$ cat config.mk
export PLATFORM = sky130hd
export DESIGN_NAME = segment_rect_edge_hit
export DESIGN_NICKNAME = d
export VERILOG_FILES = /design/src/hdl/srehit_pkg.sv /design/src/hdl/srehit_ctrl.sv /design/src/hdl/srehit_dp.sv /design/src/hdl/segment_rect_edge_hit.sv
export SDC_FILE = /design/constraint.sdc
export NUM_CORES = 2
export LEC_CHECK = 0
export BUFFER_PORTS_ARGS = -buffer_cell sky130_fd_sc_hd__buf_4
export CAP_MARGIN = 20
export CORE_ASPECT_RATIO = 0.9
export CORE_MARGIN = 2
export CORE_UTILIZATION = 40
export CTS_CLUSTER_SIZE = 16
export DETAILED_ROUTE_END_ITERATION = 16
export PLACE_DENSITY = 0.53
export SETUP_SLACK_MARGIN = 0.3
export SLEW_MARGIN = 40
export SYNTH_ARGS = -nofsm -noshare
export SYNTH_HDL_FRONTEND = slang
export SYNTH_HIERARCHICAL = 1
export SYNTH_SLANG_ARGS = --single-unit
$ cat constraint.sdc
create_clock -name clk_i -period 14.15 [get_ports clk_i]
set_input_delay 0.7075 -clock clk_i [delete_from_list [all_inputs] [get_ports clk_i]]
set_output_delay 0.7075 -clock clk_i [all_outputs]
set_load 0.03 [all_outputs]
$ cat src/hdl/srehit_pkg.sv
// Shared types and constants for the segment/rectangle edge hit block.
// Depends on nothing; used by srehit_ctrl, srehit_dp and segment_rect_edge_hit.
package srehit_pkg;

  localparam int DistBits = 25;
  localparam logic [DistBits-1:0] DIST_MAX = '1;
  localparam int NormBits = 16;

  localparam logic [1:0] EDGE_BOTTOM = 2'd0;
  localparam logic [1:0] EDGE_RIGHT  = 2'd1;
  localparam logic [1:0] EDGE_TOP    = 2'd2;
  localparam logic [1:0] EDGE_LEFT   = 2'd3;

  // Product selects of the shared multiplier, issued in this order per edge.
  typedef enum logic [2:0] {
    MOP_P,
    MOP_LO,
    MOP_HI,
    MOP_MIN,
    MOP_MAX,
    MOP_NUM
  } mop_e;

  typedef struct packed {
    logic       load;
    logic       edge_init;
    logic       mul_en;
    mop_e       mul_sel;
    logic       div_init;
    logic       div_step;
    logic       commit;
    logic       out_load;
    logic [1:0] edge_sel;
  } cmd_t;

  typedef struct packed {
    logic pre_ok;
    logic hit_ok;
  } status_t;

endpackage

$ cat src/hdl/srehit_ctrl.sv
// Sequencer for the edge hit block: walks the bottom, right, top and left edges, multiplies, divides.
// Depends on srehit_pkg; drives srehit_dp through cmd_t and reads status_t.
module srehit_ctrl #(
  parameter int DivSteps = 25
) (
  input  logic                clk_i,
  input  logic                rst_ni,
  input  logic                in_valid_i,
  output logic                in_ready_o,
  output logic                out_valid_o,
  input  logic                out_ready_i,
  input  srehit_pkg::status_t status_i,
  output srehit_pkg::cmd_t    cmd_o
);

  localparam int CntW = $clog2(DivSteps + 1);

  typedef enum logic [3:0] {
    ST_IDLE, ST_CHK, ST_MUL, ST_DRAIN, ST_DECIDE, ST_DIVI, ST_DIVS, ST_FIN, ST_DONE
  } state_e;

  state_e          state_q;
  logic [CntW-1:0] cnt_q;
  logic [1:0]      edge_q;
  logic            out_valid_q;
  logic            out_free;
  logic            last_edge;

  assign out_free    = !out_valid_q || out_ready_i;
  assign last_edge   = (edge_q == srehit_pkg::EDGE_LEFT);
  assign in_ready_o  = (state_q == ST_IDLE);
  assign out_valid_o = out_valid_q;

  always_comb begin
    cmd_o          = '0;
    cmd_o.mul_sel  = srehit_pkg::MOP_P;
    cmd_o.edge_sel = edge_q;
    case (state_q)
      ST_IDLE:  cmd_o.load = in_valid_i;
      ST_CHK:   cmd_o.edge_init = 1'b1;
      ST_MUL: begin
        cmd_o.mul_en  = 1'b1;
        cmd_o.mul_sel = srehit_pkg::mop_e'(cnt_q[2:0]);
      end
      ST_DIVI:  cmd_o.div_init = 1'b1;
      ST_DIVS:  cmd_o.div_step = 1'b1;
      ST_FIN:   cmd_o.commit = 1'b1;
      ST_DONE:  cmd_o.out_load = out_free;
      default:  cmd_o.load = 1'b0;
    endcase
  end

  always_ff @(posedge clk_i or negedge rst_ni) begin
    if (!rst_ni) begin
      state_q     <= ST_IDLE;
      cnt_q       <= '0;
      edge_q      <= '0;
      out_valid_q <= 1'b0;
    end else begin
      // A new result sets valid; an accepted result clears it.
      out_valid_q <= ((state_q == ST_DONE) && out_free) || (out_valid_q && !out_ready_i);
      case (state_q)
        ST_IDLE: begin
          if (in_valid_i) begin
            edge_q  <= srehit_pkg::EDGE_BOTTOM;
            state_q <= ST_CHK;
          end
        end
        ST_CHK: begin
          cnt_q <= '0;
          if (status_i.pre_ok) begin
            state_q <= ST_MUL;
          end else if (last_edge) begin
            state_q <= ST_DONE;
          end else begin
            edge_q <= edge_q + 2'd1;
          end
        end
        ST_MUL: begin
          cnt_q <= cnt_q + 1'b1;
          if (srehit_pkg::mop_e'(cnt_q[2:0]) == srehit_pkg::MOP_NUM) state_q <= ST_DRAIN;
        end
        ST_DRAIN: state_q <= ST_DECIDE;
        ST_DECIDE: begin
          if (status_i.hit_ok) begin
            state_q <= ST_DIVI;
          end else if (last_edge) begin
            state_q <= ST_DONE;
          end else begin
            edge_q  <= edge_q + 2'd1;
            state_q <= ST_CHK;
          end
        end
        ST_DIVI: begin
          cnt_q   <= '0;
          state_q <= ST_DIVS;
        end
        ST_DIVS: begin
          cnt_q <= cnt_q + 1'b1;
          if (cnt_q == CntW'(DivSteps - 1)) state_q <= ST_FIN;
        end
        ST_FIN: begin
          if (last_edge) begin
            state_q <= ST_DONE;
          end else begin
            edge_q  <= edge_q + 2'd1;
            state_q <= ST_CHK;
          end
        end
        ST_DONE: begin
          if (out_free) state_q <= ST_IDLE;
        end
        default: state_q <= ST_IDLE;
      endcase
    end
  end

endmodule

$ cat src/hdl/srehit_dp.sv
// Datapath of the edge hit block: edge setup, shared multiplier, bound checks,
// restoring divider, distance and the output register. Depends on srehit_pkg.
module srehit_dp #(
  parameter int CoordBits = 16,
  parameter int FracBits  = 8
) (
  input  logic                          clk_i,
  input  logic                          rst_ni,
  input  logic signed [CoordBits-1:0]   rect_x_i,
  input  logic signed [CoordBits-1:0]   rect_y_i,
  input  logic        [CoordBits-2:0]   rect_w_i,
  input  logic        [CoordBits-2:0]   rect_h_i,
  input  logic signed [CoordBits-1:0]   seg_x0_i,
  input  logic signed [CoordBits-1:0]   seg_y0_i,
  input  logic signed [CoordBits-1:0]   seg_x1_i,
  input  logic signed [CoordBits-1:0]   seg_y1_i,
  input  srehit_pkg::cmd_t              cmd_i,
  output srehit_pkg::status_t           status_o,
  output logic                          hit_o,
  output logic        [1:0]             hit_edge_o,
  output logic signed [srehit_pkg::NormBits-1:0] normal_x_o,
  output logic signed [srehit_pkg::NormBits-1:0] normal_y_o,
  output logic        [srehit_pkg::DistBits-1:0] hit_distance_o
);

  localparam int EW  = CoordBits + 2;
  localparam int PW  = 2 * EW;
  localparam int XW  = PW + 1;
  localparam int QW  = CoordBits + FracBits + 1;
  localparam int RW  = CoordBits + 2;
  localparam int NW  = XW + FracBits;
  localparam int DW  = CoordBits + FracBits + 4;
  localparam int SW  = (DW > srehit_pkg::DistBits + 1) ? DW : srehit_pkg::DistBits + 1;
  localparam int NB  = srehit_pkg::NormBits;

  logic signed [CoordBits-1:0] rx_q, ry_q, x0_q, y0_q, x1_q, y1_q;
  logic        [CoordBits-2:0] w_q, h_q;

  logic signed [EW-1:0] rxe, rye, we, he, x0e, y0e, x1e, y1e;
  logic signed [EW-1:0] c, lo, len, hi, a0, a1, b0, b1;
  logic signed [EW-1:0] den, t, u, db, bmin, bmax, ma, mb;
  logic                 den_neg;
  logic        [EW-1:0] dmag;

  logic signed [PW-1:0] prod_q, p_q;
  srehit_pkg::mop_e     tag_q;
  logic                 pv_q, ok_q, num_neg_q;
  logic signed [XW-1:0] e_val;
  logic        [XW-1:0] nmag_q;

  logic [NW-1:0] nd;
  logic [RW-1:0] r_q, trial, dmag_r;
  logic [QW-1:0] q_q;
  logic          q_ge;

  logic signed [QW:0]   bs;
  logic signed [DW-1:0] d1s, d2s;
  logic        [DW-1:0] d1, d2;
  logic        [SW-1:0] dsum;
  logic [srehit_pkg::DistBits-1:0] dsat;

  logic signed [NB-1:0] wn, hn;

  logic                 any_q;
  logic [1:0]           edge_q;
  logic signed [NB-1:0] nx_q, ny_q;
  logic [srehit_pkg::DistBits-1:0] held_q;

  assign rxe = EW'(rx_q);
  assign rye = EW'(ry_q);
  assign we  = EW'({1'b0, w_q});
  assign he  = EW'({1'b0, h_q});
  assign x0e = EW'(x0_q);
  assign y0e = EW'(y0_q);
  assign x1e = EW'(x1_q);
  assign y1e = EW'(y1_q);

  // Bottom and top edges are horizontal lines y = c spanning x; right and left
  // edges are vertical lines x = c spanning y.
  always_comb begin
    case (cmd_i.edge_sel)
      srehit_pkg::EDGE_BOTTOM: begin
        c = rye; lo = rxe; len = we; a0 = y0e; a1 = y1e; b0 = x0e; b1 = x1e;
      end
      srehit_pkg::EDGE_RIGHT: begin
        c = rxe + we; lo = rye; len = he; a0 = x0e; a1 = x1e; b0 = y0e; b1 = y1e;
      end
      srehit_pkg::EDGE_TOP: begin
        c = rye + he; lo = rxe; len = we; a0 = y0e; a1 = y1e; b0 = x0e; b1 = x1e;
      end
      default: begin
        c = rxe; lo = rye; len = he; a0 = x0e; a1 = x1e; b0 = y0e; b1 = y1e;
      end
    endcase
  end

  assign hi      = lo + len;
  assign den     = a1 - a0;
  assign t       = c - a0;
  assign u       = c - a1;
  assign db      = b1 - b0;
  assign bmin    = (b0 < b1) ? b0 : b1;
  assign bmax    = (b0 > b1) ? b0 : b1;
  assign den_neg = den[EW-1];
  assign dmag    = den_neg ? EW'(-den) : EW'(den);

  assign status_o.pre_ok = (len != '0) && (den != '0) &&
                           (((t >= 0) && (u <= 0)) || ((t <= 0) && (u >= 0)));
  assign status_o.hit_ok = ok_q;

  // Every bound test is the sign of (b0 - v) * den + P, with P = t * db.
  always_comb begin
    case (cmd_i.mul_sel)
      srehit_pkg::MOP_P:   begin ma = t;         mb = db;  end
      srehit_pkg::MOP_LO:  begin ma = b0 - lo;   mb = den; end
      srehit_pkg::MOP_HI:  begin ma = b0 - hi;   mb = den; end
      srehit_pkg::MOP_MIN: begin ma = b0 - bmin; mb = den; end
      srehit_pkg::MOP_MAX: begin ma = b0 - bmax; mb = den; end
      default:             begin ma = b0;        mb = den; end
    endcase
  end

  assign e_val = XW'(prod_q) + XW'(p_q);

  assign nd     = NW'(nmag_q) << FracBits;
  assign trial  = {r_q[RW-2:0], q_q[QW-1]};
  assign dmag_r = RW'(dmag);
  assign q_ge   = (trial >= dmag_r);

  assign bs   = num_neg_q ? -$signed({1'b0, q_q}) : $signed({1'b0, q_q});
  assign d1s  = DW'(bs) - (DW'(b0) <<< FracBits);
  assign d2s  = DW'(t) <<< FracBits;
  assign d1   = d1s[DW-1] ? DW'(-d1s) : DW'(d1s);
  assign d2   = d2s[DW-1] ? DW'(-d2s) : DW'(d2s);
  assign dsum = SW'(d1) + SW'(d2);
  assign dsat = (dsum > SW'(srehit_pkg::DIST_MAX)) ? srehit_pkg::DIST_MAX
                                                   : dsum[srehit_pkg::DistBits-1:0];

  assign wn = NB'({1'b0, w_q});
  assign hn = NB'({1'b0, h_q});

  always_ff @(posedge clk_i or negedge rst_ni) begin
    if (!rst_ni) begin
      pv_q   <= 1'b0;
      held_q <= '0;
    end else begin
      pv_q <= cmd_i.mul_en;
      if (cmd_i.commit) held_q <= dsat;
    end
  end

  always_ff @(posedge clk_i) begin
    prod_q <= ma * mb;
    tag_q  <= cmd_i.mul_sel;
    if (cmd_i.load) begin
      rx_q   <= rect_x_i;
      ry_q   <= rect_y_i;
      w_q    <= rect_w_i;
      h_q    <= rect_h_i;
      x0_q   <= seg_x0_i;
      y0_q   <= seg_y0_i;
      x1_q   <= seg_x1_i;
      y1_q   <= seg_y1_i;
      any_q  <= 1'b0;
      edge_q <= srehit_pkg::EDGE_BOTTOM;
      nx_q   <= '0;
      ny_q   <= '0;
    end
    if (cmd_i.edge_init) ok_q <= 1'b1;
    if (pv_q) begin
      case (tag_q)
        srehit_pkg::MOP_P: p_q <= prod_q;
        srehit_pkg::MOP_LO, srehit_pkg::MOP_MIN: begin
          if (!((e_val == '0) || (e_val[XW-1] == den_neg))) ok_q <= 1'b0;
        end
        srehit_pkg::MOP_HI, srehit_pkg::MOP_MAX: begin
          if (!((e_val == '0) || (e_val[XW-1] != den_neg))) ok_q <= 1'b0;
        end
        default: begin
          num_neg_q <= (e_val != '0) && (e_val[XW-1] != den_neg);
          nmag_q    <= e_val[XW-1] ? XW'(-e_val) : XW'(e_val);
        end
      endcase
    end
    if (cmd_i.div_init) begin
      r_q <= RW'(nd >> QW);
      q_q <= nd[QW-1:0];
    end
    if (cmd_i.div_step) begin
      r_q <= q_ge ? (trial - dmag_r) : trial;
      q_q <= {q_q[QW-2:0], q_ge};
    end
    if (cmd_i.commit) begin
      any_q  <= 1'b1;
      edge_q <= cmd_i.edge_sel;
      case (cmd_i.edge_sel)
        srehit_pkg::EDGE_BOTTOM: begin nx_q <= '0;  ny_q <= -wn; end
        srehit_pkg::EDGE_RIGHT:  begin nx_q <= -hn; ny_q <= '0;  end
        srehit_pkg::EDGE_TOP:    begin nx_q <= '0;  ny_q <= wn;  end
        default:                 begin nx_q <= hn;  ny_q <= '0;  end
      endcase
    end
    if (cmd_i.out_load) begin
      hit_o          <= any_q;
      hit_edge_o     <= edge_q;
      normal_x_o     <= nx_q;
      normal_y_o     <= ny_q;
      hit_distance_o <= held_q;
    end
  end

endmodule

$ cat src/hdl/segment_rect_edge_hit.sv
// Top level of the segment/rectangle edge hit block.
// Depends on srehit_pkg, srehit_ctrl and srehit_dp.
//
//   channel | handshake              | payload
//   --------+------------------------+------------------------------------------
//   in      | in_valid_i/in_ready_o  | rect_x/y, rect_w/h, seg_x0/y0, seg_x1/y1
//   out     | out_valid_o/out_ready_i| hit, hit_edge, normal_x/y, hit_distance
//
// One transaction is worked at a time. An edge rejected by its early tests
// (zero length, parallel, line outside the segment span) ends at its check; a
// tested edge runs check, six multiplier products, drain and decide, and a
// hit adds divider setup, COORD_BITS+FRAC_BITS+1 divider steps and commit.
// The divider yields one quotient bit per cycle.
// Reset clears the control state and the held distance to zero. The result
// sits in an output register, so a new input transaction is taken while the
// previous result still waits; a stalled output only delays the next handoff.
module segment_rect_edge_hit #(
  parameter int COORD_BITS = 16,
  parameter int FRAC_BITS  = 8
) (
  input  logic                          clk_i,
  input  logic                          rst_ni,
  input  logic                          in_valid_i,
  output logic                          in_ready_o,
  input  logic signed [COORD_BITS-1:0]  rect_x_i,
  input  logic signed [COORD_BITS-1:0]  rect_y_i,
  input  logic        [COORD_BITS-2:0]  rect_w_i,
  input  logic        [COORD_BITS-2:0]  rect_h_i,
  input  logic signed [COORD_BITS-1:0]  seg_x0_i,
  input  logic signed [COORD_BITS-1:0]  seg_y0_i,
  input  logic signed [COORD_BITS-1:0]  seg_x1_i,
  input  logic signed [COORD_BITS-1:0]  seg_y1_i,
  output logic                          out_valid_o,
  input  logic                          out_ready_i,
  output logic                          hit_o,
  output logic        [1:0]             hit_edge_o,
  output logic signed [15:0]            normal_x_o,
  output logic signed [15:0]            normal_y_o,
  output logic        [24:0]            hit_distance_o
);

  // The quotient of the hit coordinate needs this many restoring steps.
  localparam int DivSteps = COORD_BITS + FRAC_BITS + 1;

  srehit_pkg::cmd_t    cmd;
  srehit_pkg::status_t status;

  // The controller sequences edges and units; it never touches payload.
  srehit_ctrl #(
    .DivSteps (DivSteps)
  ) u_ctrl (
    .clk_i       (clk_i),
    .rst_ni      (rst_ni),
    .in_valid_i  (in_valid_i),
    .in_ready_o  (in_ready_o),
    .out_valid_o (out_valid_o),
    .out_ready_i (out_ready_i),
    .status_i    (status),
    .cmd_o       (cmd)
  );

  // The datapath holds the item, the multiplier, the divider and the results.
  srehit_dp #(
    .CoordBits (COORD_BITS),
    .FracBits  (FRAC_BITS)
  ) u_dp (
    .clk_i          (clk_i),
    .rst_ni         (rst_ni),
    .rect_x_i       (rect_x_i),
    .rect_y_i       (rect_y_i),
    .rect_w_i       (rect_w_i),
    .rect_h_i       (rect_h_i),
    .seg_x0_i       (seg_x0_i),
    .seg_y0_i       (seg_y0_i),
    .seg_x1_i       (seg_x1_i),
    .seg_y1_i       (seg_y1_i),
    .cmd_i          (cmd),
    .status_o       (status),
    .hit_o          (hit_o),
    .hit_edge_o     (hit_edge_o),
    .normal_x_o     (normal_x_o),
    .normal_y_o     (normal_y_o),
    .hit_distance_o (hit_distance_o)
  );

  // Only one transaction is in flight, so ready drops right after acceptance.
  a_one_in_flight: assert property (@(posedge clk_i) disable iff (!rst_ni)
    (in_valid_i && in_ready_o) |=> !in_ready_o)
    else $error("input accepted while another transaction is in flight");

  // A miss reports edge zero and a zero normal.
  a_miss_clean: assert property (@(posedge clk_i) disable iff (!rst_ni)
    (out_valid_o && !hit_o) |->
      (hit_edge_o == srehit_pkg::EDGE_BOTTOM && normal_x_o == '0 && normal_y_o == '0))
    else $error("miss result carries edge or normal data");

  // Horizontal edges have a normal along y only.
  a_horiz_normal: assert property (@(posedge clk_i) disable iff (!rst_ni)
    (out_valid_o && hit_o &&
     (hit_edge_o == srehit_pkg::EDGE_BOTTOM || hit_edge_o == srehit_pkg::EDGE_TOP))
      |-> (normal_x_o == '0))
    else $error("horizontal edge hit with nonzero normal x");

endmodule
==> qor.yml <==
worst_setup_path:
  crit_arrival_ns: 13.52
  r2r_setup_slack_ns: 1.12
  cp.required_ns: 14.64
  slowest_stage: "dfrtp_4"
  crit_path_start_kind: "flip-flop"
  end_kind: "flip-flop"
  crit_path_max_incr_delay_ns: 0.68
  critPathKind: "reg -> reg"
  path_max_fanout: 33
global_route:
  grt_max_degree: 72
  gr-usage-all-layers_pct: 23.7
  overflow: 0
  first_global_vias: 31600
  grt_pass1_wl_um: 194000
  antenna_found_initial: 6
route:
  drc_errors: 0
  dr.pass1.iters: 7
  drt_iter0_markers: 2789
  drt_wl_total_um: 127000
  vias: 32400
  postRouteAntennaNets: 0
  viasPerCell: 5.46
  wl_per_cell_um: 21.4
finish:
  layout_commonest_cell: "inv_1"
  layout_common_cells: "inv_1 (522), nand2_1 (375), fa_1 (349), edfxtp_1 (333), ha_1 (321)"
  final_layout_size_suffix_gt1_share_pct: 11.1
  fillCellCount: 10100
  nNetsFinal: 5327
  area_growth_pct: 11.5
synth:
  synth-async-reset-ratio_pct: 9.22
  ys_types: 107
  synth_top_area_share_pct: 23.9
  yosys_warnings: 6
  synthCells: 4347
  syn_nets: 5147
  ys_seq_area_share_pct: 28.1
  synth_edf_count: 333
  ys_ff_latch: 412
  synth_area_leaders: "edfxtp_1 (24%), fa_1 (17%), ha_1 (9.6%)"
  ys.flop_type: "edfxtp_1"
  avgSynthCellArea_um2: 9.63
  synth.cell_area_um2: 41800
  synth_largest_area_cell: "edfxtp_1"
clock_tree:
  cts_tree: "built"
  numCtsBuffers: 47
  cts_max_level: 2
  clk_pin_slew_ns: 0.06
  cts_sinks: 412
  root_buffer: "clkbuf_16"
  cts_buffer_depth: 3
  insertion_delay_ns: 0.62
  ctsHoldBuffers: 0
placed_design:
  portBuffers: 191
  dp_slack_ns: 1.24
  place_congestion: 0.934
  hpwl_um: 104000
floorplanning:
  die_x_um: 345
  initial_core_util_pct: 40.3
  die_area_um2: 107000
  rows: 112
  num_io_pins: 192
  die_y_um: 311
  coreArea_um2: 104000
sta:
  worst_slew_pin_slew_ns: 0.853
  relSlewSlack_pct: 42.7
  finalSetupViolCount: 0
  rsz0062_at_grt: "no"
  fin_setup_tns_ns: 0
  fin_crit_sh_pct: 92.1
  max_freq_mhz: 76.7
  hold_viol_final: 0
  slew_viol_final: 0
  layout_setup_ws_ns: 1.12
  finClkSkew_ns: 0.0339
  fin_crit_ns: 13.03
run_status:
  status: "complete, no violations"
run:
  cap_violations: 0
worst_hold_path:
  hold_class: "in -> async"
-- path summary, 6_finish.rpt --
path,endpoint,startpoint,cells after the start
min in group clk_i,u_dp/x1_q[4]$_DFFE_PP_,seg_x1_i[4],1
max in group asynchronous,u_ctrl/edge_q[0]$_DFFE_PN0P_,rst_ni,1
setup / recovery,u_dp/prod_q[33]$_DFF_P_,u_ctrl/edge_q[0]$_DFFE_PN0P_,48
hold reg to reg,u_dp/normal_x_o[8]$_DFFE_PP_,u_dp/nx_q[8]$_SDFFCE_PN0P_,0
hold / removal,u_dp/held_q[24]$_DFFE_PN0P_,rst_ni,1
setup reg to reg,u_dp/prod_q[33]$_DFF_P_,u_ctrl/edge_q[0]$_DFFE_PN0P_,48
-- metal layers --
| layer | share of wire (%) | vias to the layer above | track usage (%) |
|---|---|---|---|
| li1 | - | 15400 | - |
| met4 | 1.7 | 0 | 4.64 |
| met1 | 47 | 16000 | 35.3 |
| met5 | 0 | - | 0 |
| met2 | 45 | 868 | 36.9 |
| met3 | 5.9 | 111 | 2.82 |
-- cells by family after synthesis --
family	count (synthesis)	share of synthesized area, %
other	2	0.0179
XOR/XNOR	319	6.68
AO/OA/AOI/OAI	939	14.6
multiplexers	162	4.53
flip-flops	412	28.1
adder cells (fa/ha/maj)	672	26.3
AND/OR/NAND/NOR	1188	13.7
buffers and inverters	653	6.00
-- worst max-delay path, delay by kind of cell (launching register included) --
family / cells / cell delay (ns)
compound gates: 21 / 5.18
fa+ha+maj: 11 / 4.25
buf+inv: 9 / 1.00
simple gates: 4 / 0.90
flops: 1 / 0.68
mux: 1 / 0.48
xor+xnor: 2 / 0.37
-- through the flow --
step	std cells	hold WS, ns	area, um2	util (%)
detailed placement	5844	0.405	45100	43.5
CTS	5931	0.0378	46600	44.9
finish	5937	0.0545	46700	45.0
global route	5935	0.0749	46700	45.0
floorplan	4347	0.400	41800	-
global placement	5843	0.402	45000	43.4
-- cells in the mapped netlist, types with 53 or more instances --
master,number
nor3_1,80
nand2b_1,57
fa_1,349
ha_1,321
mux2_2,77
mux2i_1,70
edfxtp_1,333
inv_1,522
o21ai_0,199
a21oi_1,259
o21a_1,53
a21o_1,78
nor2_1,315
xnor2_1,223
nand2_1,376
and2_1,78
nor2b_1,84
xor2_1,96
clkbuf_1,93
-- layout make-up --
class,count,area (um2),area share [%]
Tap cell,1368,1710,3.67
Sequential cell,412,11800,25.2
Clock inverter,31,269,0.576
Timing Repair Buffer,260,2000,4.29
Antenna cell,4,10.0,0.0214
Clock buffer,56,1230,2.64
Inverter,524,1970,4.21
Multi-Input combinational cell,3282,27700,59.4
-- sequential cells by signal (all words and copies together), names as in the netlist, 3 cells and up --
signal and count:
u_dp/w_q 15, u_dp/normal_x_o 16, u_dp/prod_q 36, u_dp/y1_q 16, u_ctrl/state_q 4, u_dp/h_q 15
u_dp/nx_q 16, u_dp/y0_q 16, u_dp/nmag_q 34, u_dp/x0_q 16, u_dp/rx_q 16, u_ctrl/cnt_q 5
u_dp/normal_y_o 16, u_dp/hit_distance_o 25, u_dp/r_q 17, u_dp/ny_q 16, u_dp/x1_q 16, u_dp/p_q 36
u_dp/q_q 25, u_dp/held_q 25, u_dp/ry_q 16, u_dp/tag_q 3
-- what timing repair did --
| item | in CTS | in global routing |
|---|---|---|
| gates resized for setup | 0 | 1 |
| endpoints found under the setup margin | 0 | 2 |
| setup buffers | 0 | 1 |
Power is not shown: default switching activity piles up to over one toggle a cycle in this logic, so the estimate is an artifact.
